[config.mk]
export PLATFORM = sky130hd
export DESIGN_NAME = roe_average_eigensystem_unit
export DESIGN_NICKNAME = d
export VERILOG_FILES = /design/src/sv/rae_pkg.sv /design/src/sv/rae_fifo.sv /design/src/sv/rae_alu.sv /design/src/sv/rae_front.sv /design/src/sv/rae_back.sv /design/src/sv/roe_average_eigensystem_unit.sv
export SDC_FILE = /design/constraint.sdc
export NUM_CORES = 2
export LEC_CHECK = 0
export BUFFER_PORTS_ARGS = -buffer_cell sky130_fd_sc_hd__buf_2
export CAP_MARGIN = 20
export CORE_MARGIN = 4
export CORE_UTILIZATION = 50
export CTS_CLUSTER_SIZE = 14
export DETAILED_ROUTE_END_ITERATION = 12
export GPL_TIMING_DRIVEN = 0
export HOLD_SLACK_MARGIN = 0.12
export PLACE_DENSITY = 0.81
export SKIP_LAST_GASP = 1
export SYNTH_ARGS = -nofsm -noshare
export SYNTH_HDL_FRONTEND = slang
export SYNTH_SLANG_ARGS = --single-unit
[constraint.sdc]
create_clock -name i_clk -period 11.74 [get_ports i_clk]
set_clock_uncertainty 0.05 [all_clocks]
set_input_delay 3.522 -clock i_clk [delete_from_list [all_inputs] [get_ports i_clk]]
set_output_delay 3.522 -clock i_clk [all_outputs]
set_load 0.02 [all_outputs]
[src/sv/rae_pkg.sv]
// Shared types and constants for the Roe-average eigensystem unit.
// No dependencies; imported by rae_alu, rae_back and the top level.
package rae_pkg;

    localparam int GAMMA_WIDTH = 18;
    localparam int OUT_WIDTH   = 32;
    localparam int NUM_ENTRIES = 21;
    localparam int IDX_WIDTH   = 5;

    localparam logic [1:0] ERR_NONE    = 2'd0;
    localparam logic [1:0] ERR_DENSITY = 2'd1;
    localparam logic [1:0] ERR_SOUND   = 2'd2;

    typedef enum logic [1:0] {
        ALU_MUL,
        ALU_DIV,
        ALU_SQRT
    } t_alu_op;

    typedef enum logic [1:0] {
        EM_PASS,
        EM_ADD,
        EM_SUB,
        EM_NADD
    } t_emit_mode;

    typedef enum logic [5:0] {
        S_IDLE, S_VL, S_VR, S_GEL, S_TL, S_K, S_XL1, S_XL2, S_HL,
        S_GER, S_TR, S_XR1, S_XR2, S_HR, S_SL, S_SR, S_SSUM,
        S_H1, S_H2, S_H3, S_HB, S_U1, S_U2, S_U3, S_UB,
        S_C1, S_C2, S_CP, S_CC, S_C, S_UC, S_E10A, S_E10,
        S_IC, S_B1A, S_B1B, S_B1, S_V, S_W1, S_W, S_Q, S_QE,
        S_TW, S_TV, S_TB, S_EMIT, S_ERR
    } t_state;

    typedef struct packed {
        logic [IDX_WIDTH-1:0]        entry_index;
        logic signed [OUT_WIDTH-1:0] entry_value;
        logic [1:0]                  error_code;
        logic                        last_entry;
    } t_result;

endpackage

[src/sv/rae_fifo.sv]
// Small register queue used between the front and back, and on the result side.
// No package dependencies.
module rae_fifo #(
    parameter int WIDTH = 8,
    parameter int DEPTH = 2
) (
    input  logic             i_clk,
    input  logic             i_rst_n,
    input  logic             i_push,
    input  logic [WIDTH-1:0] i_data,
    output logic             o_full,
    input  logic             i_pop,
    output logic [WIDTH-1:0] o_data,
    output logic             o_empty
);
    localparam int AW = (DEPTH > 1) ? $clog2(DEPTH) : 1;

    logic [WIDTH-1:0] r_mem [DEPTH];
    logic [AW-1:0]    r_wr;
    logic [AW-1:0]    r_rd;
    logic [AW:0]      r_cnt;
    logic             do_push;
    logic             do_pop;

    assign o_full  = (r_cnt == (AW+1)'(DEPTH));
    assign o_empty = (r_cnt == '0);
    assign do_push = i_push && !o_full;
    assign do_pop  = i_pop && !o_empty;
    assign o_data  = r_mem[r_rd];

    always_ff @(posedge i_clk) begin
        if (!i_rst_n) begin
            r_wr  <= '0;
            r_rd  <= '0;
            r_cnt <= '0;
        end else begin
            if (do_push) begin
                r_wr <= (r_wr == AW'(DEPTH-1)) ? '0 : r_wr + 1'b1;
            end
            if (do_pop) begin
                r_rd <= (r_rd == AW'(DEPTH-1)) ? '0 : r_rd + 1'b1;
            end
            r_cnt <= r_cnt + (AW+1)'(do_push) - (AW+1)'(do_pop);
        end
    end

    always_ff @(posedge i_clk) begin
        if (do_push) begin
            r_mem[r_wr] <= i_data;
        end
    end

endmodule

[src/sv/rae_alu.sv]
// Shared iterative unit: fixed-point multiply (16-bit digit per cycle),
// restoring divide and square root (one step per cycle). Uses rae_pkg.
module rae_alu #(
    parameter int W = 32,
    parameter int F = 16
) (
    input  logic                  i_clk,
    input  logic                  i_rst_n,
    input  logic                  i_start,
    input  rae_pkg::t_alu_op      i_op,
    input  logic signed [W-1:0]   i_a,
    input  logic signed [W-1:0]   i_b,
    output logic                  o_done,
    output logic signed [W-1:0]   o_res
);
    import rae_pkg::*;

    localparam int NW  = W + F;
    localparam int XW  = NW + (NW % 2);
    localparam int NR  = XW / 2;
    localparam int DG  = 16;
    localparam int ND  = (W + DG - 1) / DG;
    localparam int MBW = ND * DG;
    localparam int PW  = W + MBW;
    localparam int CW  = $clog2(NW + 1);
    localparam logic [W:0] LIM_POS = {2'b00, {(W-1){1'b1}}};
    localparam logic [W:0] LIM_NEG = {2'b01, {(W-1){1'b0}}};

    logic          r_busy;
    t_alu_op       r_op;
    logic [CW-1:0] r_cnt;
    logic          r_neg;
    logic          r_zero;
    logic          r_dz;
    logic [W-1:0]  r_ma;
    logic [MBW-1:0] r_mb;
    logic [PW-1:0] r_acc;
    logic [NW-1:0] r_num;
    logic [W:0]    r_rem;
    logic [NW-1:0] r_q;
    logic [W-1:0]  r_dv;
    logic [XW-1:0] r_x;
    logic [NR+1:0] r_srem;
    logic [NR-1:0] r_root;

    logic [W-1:0]    mag_a;
    logic [W-1:0]    mag_b;
    logic [W+DG-1:0] pp;
    logic [W:0]      rem2;
    logic            div_take;
    logic [NR+1:0]   srem2;
    logic [NR+1:0]   trial;
    logic            sq_take;
    logic [PW-1:0]   rnd;
    logic [PW-1:0]   shf;
    logic [W:0]      lim;
    logic [W:0]      m;
    logic [W:0]      sres;

    assign mag_a = i_a[W-1] ? (~i_a + 1'b1) : i_a;
    assign mag_b = i_b[W-1] ? (~i_b + 1'b1) : i_b;

    always_comb begin
        pp       = r_ma * r_mb[MBW-1 -: DG];
        rem2     = {r_rem[W-1:0], r_num[NW-1]};
        div_take = (rem2 >= {1'b0, r_dv});
        srem2    = {r_srem[NR-1:0], r_x[XW-1 -: 2]};
        trial    = {r_root, 2'b01};
        sq_take  = (srem2 >= trial);
    end

    always_ff @(posedge i_clk) begin
        if (!i_rst_n) begin
            r_busy <= 1'b0;
            r_cnt  <= '0;
        end else if (i_start) begin
            r_busy <= 1'b1;
            unique case (i_op)
                ALU_MUL:  r_cnt <= CW'(ND);
                ALU_DIV:  r_cnt <= CW'(NW);
                ALU_SQRT: r_cnt <= CW'(NR);
                default:  r_cnt <= CW'(NR);
            endcase
        end else if (r_busy) begin
            if (r_cnt == '0) begin
                r_busy <= 1'b0;
            end else begin
                r_cnt <= r_cnt - 1'b1;
            end
        end
    end

    always_ff @(posedge i_clk) begin
        if (i_start) begin
            r_op   <= i_op;
            r_neg  <= (i_op == ALU_SQRT) ? 1'b0 : (i_a[W-1] ^ i_b[W-1]);
            r_zero <= (i_op == ALU_SQRT) ? (i_a[W-1] || (i_a == '0)) : (i_a == '0);
            r_dz   <= (i_b == '0);
            r_ma   <= mag_a;
            r_mb   <= MBW'(mag_b);
            r_acc  <= '0;
            r_num  <= {mag_a, {F{1'b0}}};
            r_rem  <= '0;
            r_q    <= '0;
            r_dv   <= mag_b;
            r_x    <= XW'({i_a, {F{1'b0}}});
            r_srem <= '0;
            r_root <= '0;
        end else if (r_busy && (r_cnt != '0)) begin
            unique case (r_op)
                ALU_MUL: begin
                    r_acc <= (r_acc << DG) + PW'(pp);
                    r_mb  <= r_mb << DG;
                end
                ALU_DIV: begin
                    r_rem <= div_take ? (rem2 - {1'b0, r_dv}) : rem2;
                    r_q   <= {r_q[NW-2:0], div_take};
                    r_num <= r_num << 1;
                end
                ALU_SQRT: begin
                    r_srem <= sq_take ? (srem2 - trial) : srem2;
                    r_root <= {r_root[NR-2:0], sq_take};
                    r_x    <= r_x << 2;
                end
                default: begin
                    r_x <= r_x;
                end
            endcase
        end
    end

    // magnitude of the final result, saturated to the signed working word
    always_comb begin
        lim = r_neg ? LIM_NEG : LIM_POS;
        rnd = r_acc + (PW'(1) << (F - 1));
        shf = rnd >> F;
        unique case (r_op)
            ALU_MUL: m = (shf > PW'(lim)) ? lim : shf[W:0];
            ALU_DIV: begin
                if (r_dz) begin
                    m = r_zero ? '0 : lim;
                end else begin
                    m = (r_q > NW'(lim)) ? lim : r_q[W:0];
                end
            end
            ALU_SQRT: m = r_zero ? '0 : (W+1)'(r_root);
            default:  m = '0;
        endcase
        sres = r_neg ? (~m + 1'b1) : m;
    end

    assign o_done = r_busy && (r_cnt == '0);
    assign o_res  = sres[W-1:0];

endmodule

[src/sv/rae_front.sv]
// Front part: takes input beats, saturates them to the working word, flags
// non-positive density, and queues them for the back part. Uses rae_fifo.
module rae_front #(
    parameter int W = 32
) (
    input  logic                  i_clk,
    input  logic                  i_rst_n,
    input  logic                  push,
    output logic                  full,
    input  logic signed [31:0]    i_left_density,
    input  logic signed [31:0]    i_left_momentum,
    input  logic signed [31:0]    i_left_energy,
    input  logic signed [31:0]    i_right_density,
    input  logic signed [31:0]    i_right_momentum,
    input  logic signed [31:0]    i_right_energy,
    output logic                  o_item_valid,
    output logic [6*W:0]          o_item,
    input  logic                  i_item_pop
);
    localparam logic signed [64:0] WMAX_X = (65'sd1 <<< (W - 1)) - 65'sd1;
    localparam logic signed [64:0] WMIN_X = -WMAX_X - 65'sd1;

    function automatic logic signed [W-1:0] clamp_in(input logic signed [31:0] v);
        logic signed [64:0] e;
        e = 65'(v);
        if (e > WMAX_X) begin
            clamp_in = WMAX_X[W-1:0];
        end else if (e < WMIN_X) begin
            clamp_in = WMIN_X[W-1:0];
        end else begin
            clamp_in = e[W-1:0];
        end
    endfunction

    logic signed [W-1:0] dl;
    logic signed [W-1:0] dr;
    logic                dens_err;
    logic                q_empty;
    logic [6*W:0]        item;

    assign dl       = clamp_in(i_left_density);
    assign dr       = clamp_in(i_right_density);
    assign dens_err = (dl <= 0) || (dr <= 0);
    assign item     = {dens_err, dl, clamp_in(i_left_momentum), clamp_in(i_left_energy),
                       dr, clamp_in(i_right_momentum), clamp_in(i_right_energy)};

    rae_fifo #(
        .WIDTH(6*W + 1),
        .DEPTH(2)
    ) u_item_q (
        .i_clk   (i_clk),
        .i_rst_n (i_rst_n),
        .i_push  (push),
        .i_data  (item),
        .o_full  (full),
        .i_pop   (i_item_pop),
        .o_data  (o_item),
        .o_empty (q_empty)
    );

    assign o_item_valid = !q_empty;

endmodule

[src/sv/rae_back.sv]
// Back part: sequencer that runs the Roe average and eigensystem through the
// shared unit and a local saturating adder, then emits the 21 entries or one error beat. Uses rae_pkg and rae_alu.
module rae_back #(
    parameter int W = 32,
    parameter int F = 16
) (
    input  logic                              i_clk,
    input  logic                              i_rst_n,
    input  logic [rae_pkg::GAMMA_WIDTH-1:0]   i_gamma,
    input  logic                              i_item_valid,
    input  logic [6*W:0]                      i_item,
    output logic                              o_item_pop,
    output logic                              o_res_push,
    output rae_pkg::t_result                  o_res,
    input  logic                              i_res_full
);
    import rae_pkg::*;

    localparam logic signed [64:0] WMAX_X = (65'sd1 <<< (W - 1)) - 65'sd1;
    localparam logic signed [64:0] ONE_X  = 65'sd1 <<< F;
    localparam logic signed [64:0] HALF_X = 65'sd1 <<< (F - 1);
    localparam logic signed [64:0] TWO_X  = 65'sd2 <<< F;
    localparam logic signed [W-1:0] C_ONE  = (ONE_X > WMAX_X) ? WMAX_X[W-1:0] : ONE_X[W-1:0];
    localparam logic signed [W-1:0] C_HALF =
        (HALF_X > WMAX_X) ? WMAX_X[W-1:0] : HALF_X[W-1:0];
    localparam logic signed [W-1:0] C_TWO  = (TWO_X > WMAX_X) ? WMAX_X[W-1:0] : TWO_X[W-1:0];
    localparam logic signed [W-1:0] C_NHALF = -C_HALF;
    localparam logic signed [W-1:0] C_NTWO  = -C_TWO;
    localparam logic signed [W-1:0] C_MIN   = {1'b1, {(W-1){1'b0}}};
    localparam logic signed [W-1:0] C_MAX   = {1'b0, {(W-1){1'b1}}};

    function automatic logic signed [W-1:0] fadd(input logic signed [W-1:0] a,
                                                 input logic signed [W-1:0] b);
        logic signed [W:0] s;
        s = {a[W-1], a} + {b[W-1], b};
        if (s[W] != s[W-1]) begin
            fadd = s[W] ? C_MIN : C_MAX;
        end else begin
            fadd = s[W-1:0];
        end
    endfunction

    function automatic logic signed [W-1:0] fneg(input logic signed [W-1:0] a);
        fneg = (a == C_MIN) ? C_MAX : -a;
    endfunction

    function automatic logic signed [31:0] out32(input logic signed [W-1:0] v);
        logic signed [64:0] e;
        e = 65'(v);
        if (e > 65'sd2147483647) begin
            out32 = 32'sh7fffffff;
        end else if (e < -65'sd2147483648) begin
            out32 = 32'sh80000000;
        end else begin
            out32 = e[31:0];
        end
    endfunction

    t_state r_state;
    t_state n_state;
    logic   r_wait;
    logic [IDX_WIDTH-1:0] r_k;
    logic [1:0] r_err;

    logic signed [W-1:0] r_dl, r_ml, r_el, r_dr, r_mr, r_er, r_dif;
    logic signed [W-1:0] r_vl, r_vr, r_t, r_k2, r_x, r_y, r_hl, r_hr;
    logic signed [W-1:0] r_sl, r_sr, r_ssum, r_hb, r_ub, r_cp, r_c2, r_c, r_uc;
    logic signed [W-1:0] r_e10, r_ic, r_b1, r_v, r_w, r_q, r_qe, r_tw, r_tv, r_tb;

    logic signed [W-1:0] gam;
    logic                is_alu;
    logic                alu_start;
    t_alu_op             alu_op;
    logic signed [W-1:0] alu_a, alu_b, alu_res;
    logic                alu_done;
    logic signed [W-1:0] add_a, add_b, add_res, res_val;
    logic                step_done;
    logic                not_pos;
    t_emit_mode          em_mode;
    logic signed [W-1:0] em_a, em_b, em_val;
    logic                em_last;

    assign gam = W'(i_gamma);

    rae_alu #(
        .W(W),
        .F(F)
    ) u_alu (
        .i_clk   (i_clk),
        .i_rst_n (i_rst_n),
        .i_start (alu_start),
        .i_op    (alu_op),
        .i_a     (alu_a),
        .i_b     (alu_b),
        .o_done  (alu_done),
        .o_res   (alu_res)
    );

    // operand selection per step
    always_comb begin
        is_alu = 1'b1;
        alu_op = ALU_MUL;
        alu_a  = '0;
        alu_b  = '0;
        add_a  = '0;
        add_b  = '0;
        unique case (r_state)
            S_VL:   begin alu_op = ALU_DIV;  alu_a = r_ml;    alu_b = r_dl; end
            S_VR:   begin alu_op = ALU_DIV;  alu_a = r_mr;    alu_b = r_dr; end
            S_GEL:  begin alu_a = gam;       alu_b = r_el; end
            S_TL:   begin alu_op = ALU_DIV;  alu_a = r_t;     alu_b = r_dl; end
            S_K:    begin alu_a = C_NHALF;   alu_b = r_dif; end
            S_XL1:  begin alu_a = r_k2;      alu_b = r_vl; end
            S_XL2:  begin alu_a = r_x;       alu_b = r_vl; end
            S_HL:   begin is_alu = 1'b0;     add_a = r_x;     add_b = r_t; end
            S_GER:  begin alu_a = gam;       alu_b = r_er; end
            S_TR:   begin alu_op = ALU_DIV;  alu_a = r_t;     alu_b = r_dr; end
            S_XR1:  begin alu_a = r_k2;      alu_b = r_vr; end
            S_XR2:  begin alu_a = r_x;       alu_b = r_vr; end
            S_HR:   begin is_alu = 1'b0;     add_a = r_x;     add_b = r_t; end
            S_SL:   begin alu_op = ALU_SQRT; alu_a = r_dl; end
            S_SR:   begin alu_op = ALU_SQRT; alu_a = r_dr; end
            S_SSUM: begin is_alu = 1'b0;     add_a = r_sl;    add_b = r_sr; end
            S_H1:   begin alu_a = r_sr;      alu_b = r_hr; end
            S_H2:   begin alu_a = r_sl;      alu_b = r_hl; end
            S_H3:   begin is_alu = 1'b0;     add_a = r_x;     add_b = r_y; end
            S_HB:   begin alu_op = ALU_DIV;  alu_a = r_x;     alu_b = r_ssum; end
            S_U1:   begin alu_a = r_sr;      alu_b = r_vr; end
            S_U2:   begin alu_a = r_sl;      alu_b = r_vl; end
            S_U3:   begin is_alu = 1'b0;     add_a = r_x;     add_b = r_y; end
            S_UB:   begin alu_op = ALU_DIV;  alu_a = r_x;     alu_b = r_ssum; end
            S_C1:   begin alu_a = C_NHALF;   alu_b = r_ub; end
            S_C2:   begin alu_a = r_x;       alu_b = r_ub; end
            S_CP:   begin is_alu = 1'b0;     add_a = r_x;     add_b = r_hb; end
            S_CC:   begin alu_a = r_cp;      alu_b = r_dif; end
            S_C:    begin alu_op = ALU_SQRT; alu_a = r_c2; end
            S_UC:   begin alu_a = r_ub;      alu_b = r_c; end
            S_E10A: begin alu_a = C_HALF;    alu_b = r_ub; end
            S_E10:  begin alu_a = r_x;       alu_b = r_ub; end
            S_IC:   begin alu_op = ALU_DIV;  alu_a = C_ONE;   alu_b = r_c; end
            S_B1A:  begin alu_a = C_HALF;    alu_b = r_dif; end
            S_B1B:  begin alu_a = r_x;       alu_b = r_ic; end
            S_B1:   begin alu_a = r_x;       alu_b = r_ic; end
            S_V:    begin alu_a = r_b1;      alu_b = r_ub; end
            S_W1:   begin alu_a = C_HALF;    alu_b = r_v; end
            S_W:    begin alu_a = r_x;       alu_b = r_ub; end
            S_Q:    begin alu_a = C_HALF;    alu_b = r_ic; end
            S_QE:   begin alu_a = r_q;       alu_b = r_ub; end
            S_TW:   begin alu_a = C_TWO;     alu_b = r_w; end
            S_TV:   begin alu_a = C_TWO;     alu_b = r_v; end
            S_TB:   begin alu_a = C_NTWO;    alu_b = r_b1; end
            default: is_alu = 1'b0;
        endcase
    end

    assign add_res   = fadd(add_a, add_b);
    assign res_val   = is_alu ? alu_res : add_res;
    assign not_pos   = (res_val <= 0);
    assign alu_start = is_alu && !r_wait;

    // entry selection for the emit phase
    always_comb begin
        em_mode = EM_PASS;
        em_a    = '0;
        em_b    = '0;
        unique case (r_k)
            5'd0, 5'd6:  begin em_mode = EM_SUB;  em_a = r_ub; em_b = r_c; end
            5'd1, 5'd7:  em_a = r_ub;
            5'd2, 5'd8:  begin em_mode = EM_ADD;  em_a = r_ub; em_b = r_c; end
            5'd3, 5'd4, 5'd5: em_a = C_ONE;
            5'd9:        begin em_mode = EM_SUB;  em_a = r_hb; em_b = r_uc; end
            5'd10:       em_a = r_e10;
            5'd11:       begin em_mode = EM_ADD;  em_a = r_hb; em_b = r_uc; end
            5'd12:       begin em_mode = EM_ADD;  em_a = r_w;  em_b = r_qe; end
            5'd13:       begin em_mode = EM_NADD; em_a = r_v;  em_b = r_q; end
            5'd14, 5'd20: em_a = r_b1;
            5'd15:       begin em_mode = EM_SUB;  em_a = C_ONE; em_b = r_tw; end
            5'd16:       em_a = r_tv;
            5'd17:       em_a = r_tb;
            5'd18:       begin em_mode = EM_SUB;  em_a = r_w;  em_b = r_qe; end
            5'd19:       begin em_mode = EM_SUB;  em_a = r_q;  em_b = r_v; end
            default:     em_a = '0;
        endcase
        unique case (em_mode)
            EM_PASS: em_val = em_a;
            EM_ADD:  em_val = fadd(em_a, em_b);
            EM_SUB:  em_val = fadd(em_a, fneg(em_b));
            EM_NADD: em_val = fneg(fadd(em_a, em_b));
            default: em_val = em_a;
        endcase
    end

    assign em_last = (r_k == IDX_WIDTH'(NUM_ENTRIES - 1));

    always_comb begin
        unique case (r_state)
            S_IDLE:        step_done = i_item_valid;
            S_EMIT, S_ERR: step_done = !i_res_full;
            default:       step_done = is_alu ? alu_done : 1'b1;
        endcase
    end

    // next state
    always_comb begin
        n_state = r_state;
        if (step_done) begin
            unique case (r_state)
                S_IDLE: n_state = i_item[6*W] ? S_ERR : S_VL;
                S_VL:   n_state = S_VR;
                S_VR:   n_state = S_GEL;
                S_GEL:  n_state = S_TL;
                S_TL:   n_state = S_K;
                S_K:    n_state = S_XL1;
                S_XL1:  n_state = S_XL2;
                S_XL2:  n_state = S_HL;
                S_HL:   n_state = S_GER;
                S_GER:  n_state = S_TR;
                S_TR:   n_state = S_XR1;
                S_XR1:  n_state = S_XR2;
                S_XR2:  n_state = S_HR;
                S_HR:   n_state = S_SL;
                S_SL:   n_state = S_SR;
                S_SR:   n_state = S_SSUM;
                S_SSUM: n_state = S_H1;
                S_H1:   n_state = S_H2;
                S_H2:   n_state = S_H3;
                S_H3:   n_state = S_HB;
                S_HB:   n_state = S_U1;
                S_U1:   n_state = S_U2;
                S_U2:   n_state = S_U3;
                S_U3:   n_state = S_UB;
                S_UB:   n_state = S_C1;
                S_C1:   n_state = S_C2;
                S_C2:   n_state = S_CP;
                S_CP:   n_state = not_pos ? S_ERR : S_CC;
                S_CC:   n_state = not_pos ? S_ERR : S_C;
                S_C:    n_state = S_UC;
                S_UC:   n_state = S_E10A;
                S_E10A: n_state = S_E10;
                S_E10:  n_state = S_IC;
                S_IC:   n_state = S_B1A;
                S_B1A:  n_state = S_B1B;
                S_B1B:  n_state = S_B1;
                S_B1:   n_state = S_V;
                S_V:    n_state = S_W1;
                S_W1:   n_state = S_W;
                S_W:    n_state = S_Q;
                S_Q:    n_state = S_QE;
                S_QE:   n_state = S_TW;
                S_TW:   n_state = S_TV;
                S_TV:   n_state = S_TB;
                S_TB:   n_state = S_EMIT;
                S_EMIT: n_state = em_last ? S_IDLE : S_EMIT;
                S_ERR:  n_state = S_IDLE;
                default: n_state = S_IDLE;
            endcase
        end
    end

    // outputs
    always_comb begin
        o_item_pop = 1'b0;
        o_res_push = 1'b0;
        o_res      = '0;
        unique case (r_state)
            S_IDLE: o_item_pop = i_item_valid;
            S_EMIT: begin
                o_res_push        = !i_res_full;
                o_res.entry_index = r_k;
                o_res.entry_value = out32(em_val);
                o_res.error_code  = ERR_NONE;
                o_res.last_entry  = em_last;
            end
            S_ERR: begin
                o_res_push       = !i_res_full;
                o_res.error_code = r_err;
                o_res.last_entry = 1'b1;
            end
            default: o_item_pop = 1'b0;
        endcase
    end

    always_ff @(posedge i_clk) begin
        if (!i_rst_n) begin
            r_state <= S_IDLE;
            r_wait  <= 1'b0;
            r_k     <= '0;
        end else begin
            r_state <= n_state;
            if (alu_start) begin
                r_wait <= 1'b1;
            end else if (alu_done) begin
                r_wait <= 1'b0;
            end
            if (r_state == S_EMIT && step_done) begin
                r_k <= em_last ? '0 : r_k + 1'b1;
            end
        end
    end

    always_ff @(posedge i_clk) begin
        if (r_state == S_IDLE && i_item_valid) begin
            r_err <= ERR_DENSITY;
            r_dl  <= i_item[6*W-1 -: W];
            r_ml  <= i_item[5*W-1 -: W];
            r_el  <= i_item[4*W-1 -: W];
            r_dr  <= i_item[3*W-1 -: W];
            r_mr  <= i_item[2*W-1 -: W];
            r_er  <= i_item[W-1:0];
            r_dif <= fadd(gam, fneg(C_ONE));
        end else if (step_done) begin
            unique case (r_state)
                S_VL:   r_vl   <= res_val;
                S_VR:   r_vr   <= res_val;
                S_GEL, S_TL, S_GER, S_TR: r_t <= res_val;
                S_K:    r_k2   <= res_val;
                S_XL1, S_XL2, S_XR1, S_XR2, S_H1, S_H3, S_U1, S_U3,
                S_C1, S_C2, S_E10A, S_B1A, S_B1B, S_W1: r_x <= res_val;
                S_HL:   r_hl   <= res_val;
                S_HR:   r_hr   <= res_val;
                S_SL:   r_sl   <= res_val;
                S_SR:   r_sr   <= res_val;
                S_SSUM: r_ssum <= res_val;
                S_H2, S_U2: r_y <= res_val;
                S_HB:   r_hb   <= res_val;
                S_UB:   r_ub   <= res_val;
                S_CP: begin
                    r_cp  <= res_val;
                    r_err <= ERR_SOUND;
                end
                S_CC: begin
                    r_c2  <= res_val;
                    r_err <= ERR_SOUND;
                end
                S_C:    r_c    <= res_val;
                S_UC:   r_uc   <= res_val;
                S_E10:  r_e10  <= res_val;
                S_IC:   r_ic   <= res_val;
                S_B1:   r_b1   <= res_val;
                S_V:    r_v    <= res_val;
                S_W:    r_w    <= res_val;
                S_Q:    r_q    <= res_val;
                S_QE:   r_qe   <= res_val;
                S_TW:   r_tw   <= res_val;
                S_TV:   r_tv   <= res_val;
                S_TB:   r_tb   <= res_val;
                default: r_y   <= r_y;
            endcase
        end
    end

endmodule

[src/sv/roe_average_eigensystem_unit.sv]
// Roe-averaged 1D Euler eigensystem: top level with the gamma register,
// front, back and result queue. Uses rae_pkg, rae_front, rae_back, rae_fifo.
//
// Each accepted item (left/right density, momentum, energy, signed Q16.16) yields
// 21 result beats in index order (eigenvalues, right eigenvectors, inverse
// eigenvectors), or a single error beat with index 0, value 0 and last_entry set
// when a density is not positive or the averaged sound speed is not real. All
// multiplies, divides and square roots go through one shared iterative unit,
// and adds through a local saturating adder; a good item runs 7 divides,
// 3 roots, 28 multiplies and 6 adds in the back part, then emits its 21 beats;
// a density error goes straight to the error beat. The input queue holds two
// items, so push is taken while the back part is busy until the queue is full,
// and the result queue decouples pop from the sequencer. The user must write
// gamma_ratio through i_cfg_we only while the block is idle; the block itself
// does not enforce this. gamma_ratio resets to 1.4.
module roe_average_eigensystem_unit #(
    parameter int FRAC_BITS  = 16,
    parameter int WORD_WIDTH = 32
) (
    input  logic                                  i_clk,
    input  logic                                  i_rst_n,
    input  logic                                  i_cfg_we,
    input  logic [rae_pkg::GAMMA_WIDTH-1:0]       i_cfg_data,
    input  logic                                  push,
    output logic                                  full,
    input  logic signed [31:0]                    i_left_density,
    input  logic signed [31:0]                    i_left_momentum,
    input  logic signed [31:0]                    i_left_energy,
    input  logic signed [31:0]                    i_right_density,
    input  logic signed [31:0]                    i_right_momentum,
    input  logic signed [31:0]                    i_right_energy,
    output logic                                  empty,
    input  logic                                  pop,
    output logic [rae_pkg::IDX_WIDTH-1:0]         o_entry_index,
    output logic signed [31:0]                    o_entry_value,
    output logic [1:0]                            o_error_code,
    output logic                                  o_last_entry
);
    import rae_pkg::*;

    localparam int W = WORD_WIDTH;
    localparam logic [63:0] GAMMA_RST_X = (64'd7 << FRAC_BITS) / 64'd5;

    logic [GAMMA_WIDTH-1:0] r_gamma;
    logic                   item_valid;
    logic [6*W:0]           item;
    logic                   item_pop;
    logic                   res_push;
    t_result                res_in;
    t_result                res_out;
    logic                   res_full;

    always_ff @(posedge i_clk) begin
        if (!i_rst_n) begin
            r_gamma <= GAMMA_RST_X[GAMMA_WIDTH-1:0];
        end else if (i_cfg_we) begin
            r_gamma <= i_cfg_data;
        end
    end

    rae_front #(
        .W(W)
    ) u_front (
        .i_clk            (i_clk),
        .i_rst_n          (i_rst_n),
        .push             (push),
        .full             (full),
        .i_left_density   (i_left_density),
        .i_left_momentum  (i_left_momentum),
        .i_left_energy    (i_left_energy),
        .i_right_density  (i_right_density),
        .i_right_momentum (i_right_momentum),
        .i_right_energy   (i_right_energy),
        .o_item_valid     (item_valid),
        .o_item           (item),
        .i_item_pop       (item_pop)
    );

    rae_back #(
        .W(W),
        .F(FRAC_BITS)
    ) u_back (
        .i_clk        (i_clk),
        .i_rst_n      (i_rst_n),
        .i_gamma      (r_gamma),
        .i_item_valid (item_valid),
        .i_item       (item),
        .o_item_pop   (item_pop),
        .o_res_push   (res_push),
        .o_res        (res_in),
        .i_res_full   (res_full)
    );

    rae_fifo #(
        .WIDTH($bits(t_result)),
        .DEPTH(2)
    ) u_res_q (
        .i_clk   (i_clk),
        .i_rst_n (i_rst_n),
        .i_push  (res_push),
        .i_data  (res_in),
        .o_full  (res_full),
        .i_pop   (pop),
        .o_data  (res_out),
        .o_empty (empty)
    );

    assign o_entry_index = res_out.entry_index;
    assign o_entry_value = res_out.entry_value;
    assign o_error_code  = res_out.error_code;
    assign o_last_entry  = res_out.last_entry;

    // error beats stand alone
    a_err_alone: assert property (@(posedge i_clk) disable iff (!i_rst_n)
        (!empty && o_error_code != ERR_NONE) |->
            (o_last_entry && o_entry_index == '0 && o_entry_value == '0))
        else $error("error beat is not a single index-0 entry");

    // entries of one item come out in index order
    a_idx_seq: assert property (@(posedge i_clk) disable iff (!i_rst_n)
        (pop && !empty && !o_last_entry) |=>
            (empty || o_entry_index == $past(o_entry_index) + 1'b1))
        else $error("entry index out of sequence");

    a_last_idx: assert property (@(posedge i_clk) disable iff (!i_rst_n)
        (!empty && o_error_code == ERR_NONE) |->
            (o_last_entry == (o_entry_index == IDX_WIDTH'(NUM_ENTRIES - 1))))
        else $error("last_entry does not match final index");

endmodule
==> flow_metrics.tcl <==
set metrics [dict create \
    worst_path_most_repeated_cell "clkbuf_4" \
    synth-seq-cells 1947 \
    setup_viol 0 \
    mostFrequentLayoutCell "edfxtp_1" \
    clock_latency_ns 0.92 \
    worstPathArrival_ns 11.98 \
    wl_um 436000 \
    cts_hold_buf 0 \
    grtUsageTotal_pct 38.1 \
    grt_first_pass_wirelength_um 613000 \
    synth_ff_type "edfxtp_1" \
    routabilityCongestion 1.02 \
    critical_path.max_fanout 10 \
    worst_hold_slack_ns 0.398 \
    max_stage_delay_ns 0.67 \
    start_util_pct 50.2 \
    finalSetupTns_ns 0 \
    syn_area_sq_um 109000 \
    grt_overflow 0 \
    cts_sinks 1947 \
    yosysWarningCount 0 \
    cts_tree "built" \
    synth-edff-count 1706 \
    ys_seq_area_share_pct 51.4 \
    drtIter0Drc 12900 \
    rrSetupSlack_ns 0.25 \
    final_area_sq_um 123000 \
    fmax_ghz 0.0870 \
    cp.required_ns 12.22 \
    crit_end "u_res_q.r_mem[1][34]" \
    slew_headroom_pct 13.5 \
    final_cell_mix "edfxtp_1, nand2_1, inv_1" \
    cp-startpoint "u_back.r_k[2]" \
    r2r_cells 36 \
    rsz0062_at_grt "false" \
    grt_antenna_before_repair 23 \
    startpoint_type "register" \
    path_clk_slew_ns 0.06 \
    netlist_instances 9622 \
    io_buffers 126 \
    wire_per_inst_um 33.1 \
    yosys.cell_types.count 118 \
    grt_pass1_vias 84400 \
    dr.pass1.iters 10 \
    cts_buffers 198 \
    cap_violations 0 \
    die_x_um 475 \
    reg2reg_from "u_back.r_k[2]" \
    viasPerCell 6.52 \
    crit_path_top_delay_cell "or4b_4" \
    period_share_pct 97.9 \
    place_hpwl_um 339000 \
    area_growth_pct 12.9 \
    hold_class "register to register" \
    crit_path_end_kind "register" \
    io_pins 257 \
    grt_max_degree 67 \
    drive_gt1_share_pct 11.2 \
    finalNetCount 11200 \
    htreeDepth 4 \
    worst_slew_pin_slew_ns 1.30 \
    syn_avg_cell_area_sq_um 11.3 \
    min_period_ns 11.49 \
    dieArea_sq_um 225000 \
    cts_root_buf "clkbuf_16" \
    maxSlewViolCount 0 \
    synth.net_count 10700 \
    hold_viol_final 0 \
    synthArstFlopShare_pct 0 \
    outcome "complete, no violations" \
    row_count 171 \
    clk_path_buf_depth 3 \
    critPathKind "register to register" \
    nFillCells 17800 \
    drc 0 \
    postPlaceCellArea_sq_um 116000 \
    fp.coreArea_sq_um 217000 \
    num_vias 85800 \
    die_height_um 475 \
    r2r_end "u_res_q.r_mem[1][34]" \
    antenna_left 0 \
]
[area by class of cell]
| type | count | area, sq um | share of cell area (%) |
|---|---|---|---|
| inverters | 684 | 2570 | 2.09 |
| clock buffers | 248 | 5220 | 4.25 |
| multi-input cells | 6280 | 48200 | 39.2 |
| clock inverters | 125 | 1380 | 1.13 |
| plain buffers | 699 | 2940 | 2.39 |
| flip-flops and latches | 1947 | 56100 | 45.6 |
| diodes | 13 | 32.5 | 0.0264 |
| repair buffers | 317 | 3010 | 2.45 |
| well taps | 2854 | 3570 | 2.90 |
[metrics by stage]
| stage | cells | setup WS [ns] | util [%] |
|---|---|---|---|
| after floorplan | 9622 | 0.548 | - |
| after global placement | 12600 | -7.60 | 52.2 |
| after detailed placement | 12800 | -6.23 | 53.3 |
| after CTS | 13100 | 0.000664 | 56.5 |
| after global routing | 13200 | 0.000328 | 56.7 |
| final | 13200 | 0.247 | 56.7 |
[how the worst min path moves through the flow]
stage | cells past startpoint | end | slack (ns) | start
after CTS | 1 | u_back.r_err[0] | 0.40 | u_back.r_err[0]
final | 1 | u_back.r_err[0] | 0.40 | u_back.r_err[0]
after detailed placement | 1 | u_back.r_err[0] | 0.39 | u_back.r_err[0]
after global placement | 1 | u_back.r_err[0] | 0.38 | u_back.r_err[0]
after floorplan | 1 | u_back.r_err[0] | 0.37 | u_back.r_err[0]
after global routing | 2 | u_back.r_wait | 0.42 | u_back.r_wait
[critical path: cells and delay by family, from the launching register on]
family,cells,cell delay (ns)
compound gates,16,4.41
xor+xnor,1,0.15
fa+ha+maj,2,0.61
buf+inv,8,2.22
flops,1,0.54
mux,1,0.37
simple gates,8,2.70
[cell families after synthesis]
family                   count (synthesis)  synth area share, %
AND/OR/NAND/NOR                       2852                 12.3
AO/OA/AOI/OAI                         1957                 12.8
flip-flops                            1947                 51.4
buffers and inverters                 1395                 4.96
adder cells (fa/ha/maj)                831                 12.7
multiplexers                           334                 3.36
XOR/XNOR                               306                 2.46
[repair_timing]
item / 4_1_cts / 5_1_grt
setup buffers: 12 / 8
cloned: 0 / 1
setup endpoints to repair: 68 / 68
gates resized for setup: 114 / 56
pin swaps: 15 / 19
[state kept, by name, indices dropped and copies added, names as in the netlist, 48 cells and up, named ones only]
signal                  flops
u_front.u_item_q.r_mem    386
u_res_q.r_mem              80
u_back.u_alu.r_q           48
u_back.u_alu.r_acc         64
[routing by layer]
metal	part of all wire, %	wire length (um)	track usage [%]	vias up
met5	0.018	80	0	-
met4	8.4	36500	25.6	12
met3	12	50600	10.6	1226
met2	44	191000	58.0	5874
met1	36	158000	47.5	42600
li1	-	-	-	36100
[synth_stat cells, types with 33 or more instances]
cell / n / share of area [%]
nor4_1: 65 / 0.37
a31oi_1: 70 / 0.40
a21o_1: 71 / 0.49
a221oi_1: 93 / 0.75
a22o_1: 74 / 0.59
mux2i_1: 85 / 0.78
o21a_1: 52 / 0.36
buf_1: 51 / 0.18
a22oi_1: 173 / 1.2
nand3_1: 179 / 0.82
nor2b_1: 47 / 0.27
a21oi_1: 478 / 2.2
or3_1: 54 / 0.31
nor2_1: 407 / 1.4
nor3_1: 136 / 0.62
inv_1: 681 / 2.3
mux2_2: 248 / 2.6
and3_1: 58 / 0.33
xor2_1: 112 / 0.90
a221o_1: 34 / 0.31
nand2b_1: 57 / 0.33
o21ai_0: 298 / 1.4
edfxtp_1: 1706 / 47
fa_1: 454 / 8.3
a211oi_1: 74 / 0.51
nand2_1: 1338 / 4.6
or2_2: 41 / 0.24
a222oi_1: 253 / 2.3
and2_1: 231 / 1.3
ha_1: 377 / 4.3
nand4_1: 112 / 0.64
clkbuf_1: 631 / 2.2
o211ai_1: 33 / 0.23
xnor2_1: 194 / 1.6
dfxtp_1: 241 / 4.4
Power is left out: the tool's default activity adds up to more than one toggle a clock period on the data nets, which glitch-free logic cannot reach.
